$ cat src/msdtq_pkg.sv
`timescale 1ns / 1ps
// ----------------------------------------------------------------------------
// msdtq_pkg
// Types, constants and the control store shared by the delay timer queue.
// ----------------------------------------------------------------------------
package msdtq_pkg;

  localparam int unsigned MAX_RESULTS = 8;
  localparam int unsigned RES_W       = $clog2(MAX_RESULTS + 1);
  localparam int unsigned TICK_W      = 31;

  localparam logic FUNC_ARM  = 1'b0;
  localparam logic FUNC_TICK = 1'b1;

  localparam logic EVENT_EXPIRED  = 1'b0;
  localparam logic EVENT_REJECTED = 1'b1;

  typedef struct packed {
    logic        func;
    logic [7:0]  owner_id;
    logic [31:0] delay_us;
  } in_item_t;

  typedef struct packed {
    logic       event_kind;
    logic [7:0] expired_owner;
    logic       last;
  } out_item_t;

  // Sequencer step addresses.
  typedef enum logic [2:0] {
    S_IDLE,
    S_DISPATCH,
    S_ARM,
    S_TINIT,
    S_READ,
    S_EVAL,
    S_FINISH
  } step_e;

  // Jump conditions.
  typedef enum logic [2:0] {
    C_ALWAYS,
    C_IN_ACCEPT,
    C_IS_TICK,
    C_EMPTY,
    C_SCAN_DONE
  } cond_e;

  // Datapath operations.
  typedef enum logic [2:0] {
    OP_NONE,
    OP_ACCEPT,
    OP_ARM,
    OP_INIT,
    OP_READ,
    OP_EVAL,
    OP_FLUSH
  } op_e;

  typedef struct packed {
    op_e   op;
    cond_e cond;
    step_e jump;
    step_e next;
  } uword_t;

  // Control store: one word per step. The jump target is taken when the
  // condition holds, otherwise the sequencer falls through to next.
  function automatic uword_t ucode_rom(input step_e addr);
    uword_t w;
    w = '{op: OP_NONE, cond: C_ALWAYS, jump: S_IDLE, next: S_IDLE};
    unique case (addr)
      S_IDLE:     w = '{op: OP_ACCEPT, cond: C_IN_ACCEPT, jump: S_DISPATCH, next: S_IDLE};
      S_DISPATCH: w = '{op: OP_NONE,   cond: C_IS_TICK,   jump: S_TINIT,    next: S_ARM};
      S_ARM:      w = '{op: OP_ARM,    cond: C_ALWAYS,    jump: S_IDLE,     next: S_IDLE};
      S_TINIT:    w = '{op: OP_INIT,   cond: C_EMPTY,     jump: S_IDLE,     next: S_READ};
      S_READ:     w = '{op: OP_READ,   cond: C_ALWAYS,    jump: S_EVAL,     next: S_EVAL};
      S_EVAL:     w = '{op: OP_EVAL,   cond: C_SCAN_DONE, jump: S_FINISH,   next: S_READ};
      S_FINISH:   w = '{op: OP_FLUSH,  cond: C_ALWAYS,    jump: S_IDLE,     next: S_IDLE};
      default:    w = '{op: OP_NONE,   cond: C_ALWAYS,    jump: S_IDLE,     next: S_IDLE};
    endcase
    return w;
  endfunction

endpackage

$ cat src/multi_slot_delay_timer_queue_core.sv
`timescale 1ns / 1ps
// ----------------------------------------------------------------------------
// multi_slot_delay_timer_queue_core
// Queue of one-shot delay timers run by a small microcoded sequencer.
// ----------------------------------------------------------------------------
// Usage:
// The input channel takes one transaction at a time. An arm transaction
// appends an owner and a delay (halved into 2 us ticks) at the queue tail,
// or produces one rejection result when the queue is full. A tick
// transaction counts every entry down and produces one expiry result per
// entry that is due, in queue order, at most eight, the final one marked
// with last. Surviving entries are closed up in order.
// Timing: a tick on a non-empty queue is paced by the single read port of
// the entry memory: each entry needs a read step and an evaluate step.
// in_stall_o is low only while the sequencer waits in its idle step.
// Results sit in an output register; while it is occupied and out_stall_i is
// high the sequencer holds at any step that must emit a further result, and
// resumes when the register is taken. Reset empties the queue; no clearing pass is needed.
// ----------------------------------------------------------------------------
module multi_slot_delay_timer_queue_core
  import msdtq_pkg::*;
#(
  parameter int unsigned QUEUE_DEPTH = 8
) (
  input  logic      clk_i,
  input  logic      rst_ni,
  input  logic      in_valid_i,
  output logic      in_stall_o,
  input  in_item_t  in_data_i,
  output logic      out_valid_o,
  input  logic      out_stall_i,
  output out_item_t out_data_o
);

  localparam int unsigned IDX_W = (QUEUE_DEPTH > 1) ? $clog2(QUEUE_DEPTH) : 1;
  localparam int unsigned CNT_W = $clog2(QUEUE_DEPTH + 1);

  // Entry memory.
  logic [TICK_W-1:0] ticks_mem [QUEUE_DEPTH];
  logic [7:0]        owner_mem [QUEUE_DEPTH];
  logic [TICK_W-1:0] rd_ticks_q;
  logic [7:0]        rd_owner_q;

  step_e             step_q, step_d;
  uword_t            uw;
  logic              cond_true;
  logic              hold;
  logic              need_out;

  in_item_t          item_q;
  logic [CNT_W-1:0]  count_q, count_d;
  logic [IDX_W-1:0]  idx_q, idx_d;
  logic [CNT_W-1:0]  kept_q, kept_d;
  logic [RES_W-1:0]  n_q, n_d;
  logic              pend_q, pend_d;
  logic [7:0]        pend_owner_q, pend_owner_d;

  logic              out_valid_q, out_valid_d;
  out_item_t         out_q, out_d;
  logic              out_busy;
  logic              ld_out;

  logic              rd_en;
  logic              wr_en;
  logic [IDX_W-1:0]  wr_addr;
  logic [TICK_W-1:0] wr_ticks;
  logic [7:0]        wr_owner;

  logic              full;
  logic              expire;
  logic              accept;

  assign in_stall_o  = (step_q != S_IDLE);
  assign out_valid_o = out_valid_q;
  assign out_data_o  = out_q;

  assign accept   = in_valid_i && !in_stall_o;
  assign out_busy = out_valid_q && out_stall_i;
  assign full     = (count_q == CNT_W'(QUEUE_DEPTH));
  assign expire   = (rd_ticks_q <= TICK_W'(1)) && (n_q != RES_W'(MAX_RESULTS));

  always_comb begin
    uw = ucode_rom(step_q);

    case (uw.cond)
      C_ALWAYS:    cond_true = 1'b1;
      C_IN_ACCEPT: cond_true = accept;
      C_IS_TICK:   cond_true = (item_q.func == FUNC_TICK);
      C_EMPTY:     cond_true = (count_q == '0);
      C_SCAN_DONE: cond_true = ((CNT_W'(idx_q) + CNT_W'(1)) == count_q);
      default:     cond_true = 1'b1;
    endcase

    // Steps that emit a result must wait for the output register to free up.
    need_out = 1'b0;
    case (uw.op)
      OP_ARM:   need_out = full;
      OP_EVAL:  need_out = expire && pend_q;
      OP_FLUSH: need_out = pend_q;
      default:  need_out = 1'b0;
    endcase
    hold = need_out && out_busy;

    step_d       = hold ? step_q : (cond_true ? uw.jump : uw.next);
    count_d      = count_q;
    idx_d        = idx_q;
    kept_d       = kept_q;
    n_d          = n_q;
    pend_d       = pend_q;
    pend_owner_d = pend_owner_q;
    ld_out       = 1'b0;
    out_d        = out_q;
    rd_en        = 1'b0;
    wr_en        = 1'b0;
    wr_addr      = count_q[IDX_W-1:0];
    wr_ticks     = item_q.delay_us[31:1];
    wr_owner     = item_q.owner_id;

    if (!hold) begin
      unique case (uw.op)
        OP_NONE, OP_ACCEPT, OP_READ: ;
        OP_ARM: begin
          if (full) begin
            ld_out = 1'b1;
            out_d  = '{event_kind: EVENT_REJECTED, expired_owner: item_q.owner_id,
                       last: 1'b1};
          end else begin
            wr_en   = 1'b1;
            count_d = count_q + CNT_W'(1);
          end
        end
        OP_INIT: begin
          idx_d  = '0;
          kept_d = '0;
          n_d    = '0;
          pend_d = 1'b0;
        end
        OP_EVAL: begin
          idx_d = idx_q + IDX_W'(1);
          if (expire) begin
            // The previous expiry is now known not to be the final one.
            if (pend_q) begin
              ld_out = 1'b1;
              out_d  = '{event_kind: EVENT_EXPIRED, expired_owner: pend_owner_q,
                         last: 1'b0};
            end
            pend_d       = 1'b1;
            pend_owner_d = rd_owner_q;
            n_d          = n_q + RES_W'(1);
          end else begin
            wr_en    = 1'b1;
            wr_addr  = kept_q[IDX_W-1:0];
            wr_ticks = (rd_ticks_q == '0) ? '0 : (rd_ticks_q - TICK_W'(1));
            wr_owner = rd_owner_q;
            kept_d   = kept_q + CNT_W'(1);
          end
        end
        OP_FLUSH: begin
          if (pend_q) begin
            ld_out = 1'b1;
            out_d  = '{event_kind: EVENT_EXPIRED, expired_owner: pend_owner_q,
                       last: 1'b1};
          end
          pend_d  = 1'b0;
          count_d = kept_q;
        end
        default: ;
      endcase
    end
    if (uw.op == OP_READ) begin
      rd_en = 1'b1;
    end

    if (ld_out) begin
      out_valid_d = 1'b1;
    end else if (!out_stall_i) begin
      out_valid_d = 1'b0;
    end else begin
      out_valid_d = out_valid_q;
    end
  end

  always_ff @(posedge clk_i or negedge rst_ni) begin
    if (!rst_ni) begin
      step_q      <= S_IDLE;
      count_q     <= '0;
      idx_q       <= '0;
      kept_q      <= '0;
      n_q         <= '0;
      pend_q      <= 1'b0;
      out_valid_q <= 1'b0;
    end else begin
      step_q      <= step_d;
      count_q     <= count_d;
      idx_q       <= idx_d;
      kept_q      <= kept_d;
      n_q         <= n_d;
      pend_q      <= pend_d;
      out_valid_q <= out_valid_d;
    end
  end

  always_ff @(posedge clk_i) begin
    pend_owner_q <= pend_owner_d;
    out_q        <= out_d;
    if (accept) begin
      item_q <= in_data_i;
    end
  end

  always_ff @(posedge clk_i) begin
    if (wr_en) begin
      ticks_mem[wr_addr] <= wr_ticks;
      owner_mem[wr_addr] <= wr_owner;
    end
    if (rd_en) begin
      rd_ticks_q <= ticks_mem[idx_q];
      rd_owner_q <= owner_mem[idx_q];
    end
  end

endmodule
$ cat config.mk
export PLATFORM = sky130hd
export DESIGN_NAME = multi_slot_delay_timer_queue_core
export DESIGN_NICKNAME = d
export VERILOG_FILES = /design/src/msdtq_pkg.sv /design/src/multi_slot_delay_timer_queue_core.sv
export SDC_FILE = /design/constraint.sdc
export NUM_CORES = 1
export LEC_CHECK = 0
export ABC_AREA = 1
export BUFFER_PORTS_ARGS = -buffer_cell sky130_fd_sc_hd__buf_4
export CAP_MARGIN = 20
export CORE_UTILIZATION = 28
export DETAILED_ROUTE_END_ITERATION = 10
export GPL_TIMING_DRIVEN = 0
export HOLD_SLACK_MARGIN = 0.12
export SYNTH_ARGS = -nofsm -noshare
export SYNTH_HDL_FRONTEND = slang
export SYNTH_SLANG_ARGS = --single-unit
$ cat constraint.sdc
create_clock -name clk_i -period 4.15 [get_ports clk_i]
set_clock_uncertainty 0.2 [all_clocks]
set_input_delay 0.83 -clock clk_i [delete_from_list [all_inputs] [get_ports clk_i]]
set_output_delay 0.83 -clock clk_i [all_outputs]
set_load 0.02 [all_outputs]
; ---- Word-level counts from Yosys, hierarchy flattened
; Memory sizes are Yosys's and may differ from the RTL's. A register that Yosys moved wholly into a read port is not among the register bits.
; Cells that the tools add are included.
[classes]
n_addsub = 6
n_lt_le_gt_ge = 1
n_eq_ne = 25
mux = 42
bitwise = 1
n_reduce_logical = 22
[ops]
columns = op, n
row1 = 31-bit two-way mux, 4
row2 = 12-bit one-hot mux with 7 select lines, 1
row3 = 10-bit two-way mux, 4
row4 = 31-bit by 1-bit <= comparator with 1-bit output (second input constant), 1
row5 = 31-bit logical NOT, 1
row6 = 31-bit by 1-bit subtractor with 31-bit output (second input constant), 1
row7 = 10-bit one-hot mux with 3 select lines, 1
row8 = 8-bit two-way mux, 3
row9 = 4-bit one-hot mux with 2 select lines, 3
row10 = 3-bit == test (second input constant), 7
row11 = 3-bit by 2-bit == test with 1-bit output (second input constant), 6
row12 = 3-bit AND reduction, 5
row13 = 1-bit two-way mux, 13
row14 = 4-bit by 1-bit adder with 4-bit output (second input constant), 3
row15 = 3-bit two-way mux, 4
row16 = 4-bit two-way mux, 3
row17 = 2-bit inequality test (second input constant), 6
row18 = 3-bit by 1-bit == test with 1-bit output (second input constant), 2
row19 = 1-bit one-hot mux with 3 select lines, 2
row20 = 3-bit one-hot mux with 2 select lines, 1
row21 = 6-bit AND reduction, 1
row22 = 2-bit nonzero test, 3
row23 = 3-bit nonzero test, 2
row24 = 1-bit logical AND, 5
row25 = other kinds (14), 15
[word_totals]
register_bits = 79
ramBits = 312
input_bits = 45
output_inout_bits = 12
word_cells = 113
memories = 2
[memory_table]
columns = memory, words, word_bits, rd, rd_ports_with_merged_regs, write_ports, line
row1 = ticks_mem, 8, 31, 1, 1, 1, multi_slot_delay_timer_queue_core.sv:39  ; logic [TICK_W-1:0] ticks_mem [QUEUE_DEPTH];
row2 = owner_mem, 8, 8, 1, 1, 1, multi_slot_delay_timer_queue_core.sv:40  ; logic [7:0] owner_mem [QUEUE_DEPTH];

; ---- Depth between registers and ports, before layout
; Gate-level depths: netlist of run 1.
[depth]
ltp_word = 8
mapped_depth = 15
mapped_depth_nobuf = 15

; ---- Worst setup path after synthesis of run 1
; OpenSTA, ideal clock, no wires.
[synth_path]
kind = register -> register
start = reg step_q[2]
end = reg rd_owner_q[0] (read register of owner_mem), enable pin
setup_time_ns = 0.484
arrival_ns = 3.234
required_ns = 3.466
path_slack_ns = 0.232
stages_incl_launch_ff = 3
n_path_buf = 0
synth_period_minus_slack_ns = 3.918
cell_sequence = dfrtp_1 -> inv_1 -> nor3_1
[synth_between]
elab_chain_len = 4
elab_cells_between_ends = 10
classes_between = 7 x eq/ne / 2 x mux / 1 x reduce/logical
[synth_lines]
columns = element, line
row1 = from (decl), multi_slot_delay_timer_queue_core.sv:44  ; step_e step_q, step_d;
row2 = from (signal assigned), multi_slot_delay_timer_queue_core.sv:193  ; step_q <= step_d;
row3 = "3-bit == test, or another cell as far along", msdtq_pkg.sv:73  ; unique case (addr)
row4 = 12-bit one-hot mux with 7 select lines *, msdtq_pkg.sv:73
row5 = 3-bit == test *, multi_slot_delay_timer_queue_core.sv:170  ; if (uw.op == OP_READ) begin
row6 = 1-bit two-way mux *, multi_slot_delay_timer_queue_core.sv:170
row7 = to (decl), multi_slot_delay_timer_queue_core.sv:42  ; logic [7:0] rd_owner_q;
; Every way passes the cells marked *; elsewhere a longest branch is shown, timed or not.
; A chain may end at the register's enable or synchronous reset.

; ---- Worst setup path in the final report of run 1
[layout_path]
start = reg rd_ticks_q[4] (read register of ticks_mem)
end = mem ticks_mem[4][23], enable pin
[layout_between]
elab_chain_len = 8
elab_cells_between_ends = 13
classes_between = 1 x order compare / 9 x mux / 3 x reduce/logical
[layout_lines]
columns = element, line
row1 = from (decl), multi_slot_delay_timer_queue_core.sv:41  ; logic [TICK_W-1:0] rd_ticks_q;
row2 = 31-bit by 1-bit <= comparator with 1-bit output *, multi_slot_delay_timer_queue_core.sv:80  ; assign expire = (rd_ticks_q <= TICK_W'(1)) && (n_q != RES_W'(MAX_RESULTS));
row3 = 1-bit logical AND *, multi_slot_delay_timer_queue_core.sv:80
row4 = 1-bit logical AND, multi_slot_delay_timer_queue_core.sv:98  ; OP_EVAL: need_out = expire && pend_q;
row5 = 1-bit one-hot mux with 3 select lines, multi_slot_delay_timer_queue_core.sv:96  ; case (uw.op)
row6 = 1-bit logical AND, multi_slot_delay_timer_queue_core.sv:102  ; hold = need_out && out_busy;
row7 = 1-bit two-way mux, multi_slot_delay_timer_queue_core.sv:119  ; if (!hold) begin
row8 = 1-bit two-way mux, multi_slot_delay_timer_queue_core.sv:212  ; if (wr_en) begin
row9 = 1-bit two-way mux (implied by the code), multi_slot_delay_timer_queue_core.sv:213  ; ticks_mem[wr_addr] <= wr_ticks;
row10 = to (decl), multi_slot_delay_timer_queue_core.sv:39
; Marked as above.

==> impl_metrics.toml, run 1 <==
[status]
status = "finished, final reports clean"

[drt]
post_drt_wl_per_cell_um = 18.8
vias = 11900
ant_nets = 0
via_per_inst = 4.79
routed_wl_um = 46700
drc = 0
drt_first_pass_iters = 5
drtIter0Drc = 1258

[synthesis]
synthArstFlopShare = 0.0466
yosysWarnings = 0
synth_edf_count = 409
syn_area_sq_mm = 0.0178
yosys_register_bits = 429
yosysSeqAreaShare = 0.719
synth_top_flop_cell = "edfxtp_1"
syn_inst = 1490
yosysTopAreaCellShare = 0.691
synth_area_leaders = "edfxtp_1, nor2_1, o21ai_0"
yosysMostFrequentCell = "edfxtp_1"
avgSynthCellArea_sq_um = 11.9
syn_nets = 1544
synth_common_cells = "edfxtp_1, nor2_1, o21ai_0"
yosys.area.top_type = "edfxtp_1"
ys_types = 43

[run]
max_cap_viol_count = 0

[place]
port_buffers = 55
place_area_sq_mm = 0.0196
place.gp.congestion = 0.875
dp_hpwl_um = 30600
dp_cells = 2404

[setup_path]
cp_max_fo = 21
startpoint_type = "flop"
end_kind = "flop"
regToRegSetupSlack_ps = 300
cp_num_cells = 13
worst-path-buf-inv = 3
rr_worst_depth = 13
crit_top_cell = "nand2_1"
critical-path-top-delay-family = "simple AND/OR/NAND/NOR gates"
cp.arrival_ps = 3900
crit_chain = "nor2_1, nand2_1, inv_1, nand2_2, nor2_2, nand2_1, nand2_1, nand2_2, nand2_4, buf_8, o211ai_2, nor2_4, buf_16"
cp_slowest_cell = "nor2_4"
slowest_delay_ps = 870
critPathRequiredTime_ps = 4200
critPathKind = "flop to flop"

[sta]
drv_slew = 0
rsz0062_at_grt = "false"
fin_crit_sh = 0.927
maxSlewHeadroom = 0.313
report.final.setup_viol = 0
tns_ps = 0
hold_violations = 0
fmax_mhz = 260
min_period_ps = 3850
whs_ps = 244
max_slew.worst_pin.slew_ps = 1030

[floorplan]
die_y_um = 254
start_util = 0.282
coreArea_sq_mm = 0.0630
die_area_sq_mm = 0.0645
pin_count = 57
die-width_um = 254
core.rowCount = 92

[global_routing]
grt_pass1_wl_um = 71500
grt_pass1_vias = 11800
grt_usage = 0.146
antenna_found_initial = 0
grt_overflow = 0
grt_max_degree = 27

[cts]
root_buffer = "clkbuf_16"
insertion_delay_ps = 550
cts_setup_buffers = 0
clockBufferDepth = 3
htree_num_levels = 2
path_clk_slew_ps = 60
cts_sinks = 429
numCtsBuffers = 43
cts_tree = "yes"

[layout]
final_util = 0.332
drive_gt1_frac = 0.115
antennaDiodeCount = 0
area_growth_pct = 17.5
final_nets = 1658
design_area_sq_mm = 0.0209
stdcell_count = 2479

[hold_path]
holdPathStages = 0
worstHoldPathType = "flop to flop"

[power_and_ir_drop]
p_leak_nw = 7.28
vdd_drop_max_uv = 287
powerDensity_mw_per_mm2 = 627
[area by class of cell]
cell class / instances / area [sq um]
fillers: 6290 / 42100
flip-flops and latches: 429 / 12800
multi-input cells: 914 / 4460
clock buffers: 53 / 1110
well taps: 846 / 1060
repair buffers: 69 / 659
plain buffers: 73 / 339
inverters: 74 / 280
clock inverters: 21 / 214
[routing by layer]
metal,up-vias,routed length [um],global-route usage
li1,5512,-,-
met1,5823,21500,0.210
met2,482,20600,0.227
met3,66,3710,0.0262
met4,0,941,0.0344
met5,-,0,0
[metrics by stage]
stage                     total power, mW  worst slack, ps
final                                13.1              304
after global routing                 13.7              146
after CTS                            13.2              355
after detailed placement             9.39              385
after global placement               9.21            -1930
after floorplan                      8.02              232
[worst paths after layout]
| kind | start | end |
|---|---|---|
| max in group asynchronous | rst_ni | n_q[0] |
| min in group asynchronous | rst_ni | pend_q |
| setup / recovery | rd_ticks_q[4] | ticks_mem[4][23] |
| hold reg to reg | rd_owner_q[4] | pend_owner_q[4] |
| setup reg to reg | rd_ticks_q[4] | ticks_mem[4][23] |
| hold / removal | rd_owner_q[4] | pend_owner_q[4] |
[cell families (layout without fill, tap and decap cells)]
logic type / count (synthesis) / count (layout) / share of synthesized area
DFF: 429 / 429 / 0.719
buffers and inverters: 147 / 290 / 0.0348
adders and majority gates: 9 / 9 / 0.00633
muxes: 2 / 2 / 0.00127
and+or+nand+nor: 574 / 574 / 0.131
AOI/OAI and AO/OA: 303 / 303 / 0.0948
xor gates and xnor gates: 26 / 26 / 0.0128
[where the power goes]
part / leakage, nW / switching [mW] / internal, mW
Sequential: 3.97 / 0.224 / 5.70
Clock: 0.647 / 1.63 / 2.16
Combinational: 2.66 / 2.48 / 0.918
[placed cells by master (no fill, tap or decap), types with 20 or more instances in the layout]
master     instances
edfxtp_1         409
o21ai_0          190
buf_4             61
inv_1             67
nand3_1           24
xor2_1            22
clkbuf_16         43
o22ai_1           39
nor2_1           319
dfrtp_1           20
nand2_1          175
a31oi_1           40
clkbuf_1          53
[state kept, by name, summed over array words and instances, names as in the netlist]
register / flops
count_q: 4
idx_q: 3
item_q: 40
kept_q: 4
n_q: 4
out_data_o: 10
out_valid_o: 1
owner_mem: 64
pend_owner_q: 8
pend_q: 1
rd_owner_q: 8
rd_ticks_q: 31
step_q: 3
ticks_mem: 248
[repair_timing]
action / in CTS / in global routing
endpoints found under the hold margin: 20 / 0
gates resized for setup: 0 / 0
hold buffers: 1 / 0
No activity file was read; power rests on OpenSTA's default activity.
==> inputs of run 2 (changes only) <==
- PLACE_DENSITY: unset -> 0.52
==> impl_metrics.toml, run 2 (synthesized netlist as in run 1, its figures left out) <==
[run]
max_cap_viol_count = 0

[status]
status = "finished, final reports clean"

[setup_path]
cp.arrival_ps = 3720
critPathRequiredTime_ps = 4210
cp_max_fo = 21
rr_worst_depth = 13
regToRegSetupSlack_ps = 490
timing.rr.end = "ticks_mem[1][17]"
end_kind = "flop"
r2r-start = "rd_ticks_q[0]"
startpoint_type = "flop"
critPathKind = "flop to flop"

[hold_path]
worstHoldEndpoint = "item_q[10]"
hold_start = "in_data_i[10]"
worstHoldPathType = "input pin to flop"
holdPathStages = 1

[layout]
largest_register_ffs = 248
antennaDiodeCount = 0
stdcell_count = 2491
top_register = "ticks_mem"
area_growth_pct = 19.0
final_common_cell = "edfxtp_1"
final_cell_mix = "edfxtp_1, nor2_1, o21ai_0"
drive_gt1_frac = 0.122
reg_top3 = "ticks_mem: 248 flops, owner_mem: 64 flops, item_q: 40 flops"
final_nets = 1662

[power_and_ir_drop]
vdd_drop_max_uv = 344
power.share.sequential = 0.437
combPwrFrac = 0.253
netSwitchingPower_mw = 4.49
finalPower_mw = 13.6
powerDensity_mw_per_mm2 = 641
p_leak_nw = 7.39
p_int_mw = 9.07
swShare = 0.331
pwr-share-clk = 0.310

[drt]
vias = 11700
via_per_inst = 4.71
post_drt_wl_per_cell_um = 19.4
drt_first_pass_iters = 5
ant_nets = 0
drc = 0
drtIter0Drc = 1082
routed_wl_um = 48400

[sta]
min_period_ps = 3660
drv_slew = 0
maxSlewHeadroom = 0.380
fin_crit_sh = 0.882
max_slew.worst_pin.slew_ps = 923
hold_violations = 0
fmax_mhz = 273
rsz0062_at_grt = "false"
report.final.setup_viol = 0
whs_ps = 220

[cts]
htree_num_levels = 2
root_buffer = "clkbuf_16"
cts_tree = "yes"
insertion_delay_ps = 580
numCtsBuffers = 45
cts_setup_buffers = 0
path_clk_slew_ps = 60
cts_sinks = 429
cts_resized = 0
clockBufferDepth = 3
ctsHoldBuffers = 1

[floorplan]
pin_count = 57
die-width_um = 254
die_area_sq_mm = 0.0645
core.rowCount = 92
coreArea_sq_mm = 0.0630
die_y_um = 254
start_util = 0.282

[place]
port_buffers = 55
place.gp.congestion = 0.847
dp_cells = 2406
dp_hpwl_um = 31700

[global_routing]
antenna_found_initial = 0
grt_pass1_wl_um = 72700
grt_usage = 0.152
grt_overflow = 0
grt_max_degree = 26
grt_pass1_vias = 11600
[run 2: cell type report]
cell class / count / area (sq um)
buffer: 73 / 339
clock buffer: 51 / 1150
clock inverter: 33 / 379
fill: 6226 / 41800
inverter: 74 / 280
multi-input combinational: 914 / 4460
sequential: 429 / 12800
tap: 846 / 1060
timing repair buffer: 71 / 714
[run 2: layer usage]
metal / GRT usage / wire length [um] / part of all wire / vias up
met1: 0.215 / 22100 / 0.46 / 5712
met4: 0.0442 / 1080 / 0.022 / 0
met3: 0.0262 / 3360 / 0.069 / 77
met2: 0.237 / 21800 / 0.45 / 420
li1: - / - / - / 5525
met5: 0 / 0 / 0 / -
[run 2: power groups by stage]
stage | logic [mW] | registers (mW) | clock network [mW]
5_1_grt | 3.82 | 5.97 | 4.43
3_5_place_dp | 3.45 | 6.01 | 0
4_1_cts | 3.47 | 5.92 | 4.28
3_3_place_gp | 3.24 | 6.07 | 0
6_report | 3.44 | 5.92 | 4.20
2_1_floorplan | 2.03 | 5.99 | 0
[run 2: metrics by stage]
stage | setup slack, ps | TNS [ps] | area (sq um) | utilization
2_1_floorplan | 232 | 0 | 17800 | -
3_3_place_gp | -2090 | -710960 | 19300 | 0.306
3_5_place_dp | 515 | 0 | 19600 | 0.312
4_1_cts | 467 | 0 | 21200 | 0.336
5_1_grt | 237 | 0 | 21200 | 0.336
6_report | 492 | 0 | 21200 | 0.336
[run 2: critical path, stage by stage (launching register included)]
cell,delay (ps)
edfxtp_1,520
nor3_4,310
nand2_2,120
nor2_2,220
nand2_1,90
nand2_1,180
nand2_2,120
nand2_4,150
buf_8,170
nand2_2,80
o21ai_2,70
nand2_2,160
nor2_4,650
buf_12,290
[run 2: how the worst max path moves through the flow]
| stage | end | start | cells past startpoint | slack (ps) |
|---|---|---|---|---|
| 6_report | ticks_mem[1][17] | rd_ticks_q[0] | 13 | 490 |
| 4_1_cts | ticks_mem[1][22] | rd_ticks_q[0] | 13 | 470 |
| 2_1_floorplan | rd_owner_q[0] | step_q[2] | 2 | 230 |
| 5_1_grt | owner_mem[0][7] | rd_ticks_q[4] | 14 | 240 |
| 3_5_place_dp | ticks_mem[1][24] | rd_ticks_q[0] | 13 | 520 |
| 3_3_place_gp | ticks_mem[7][24] | rd_ticks_q[0] | 12 | -2090 |
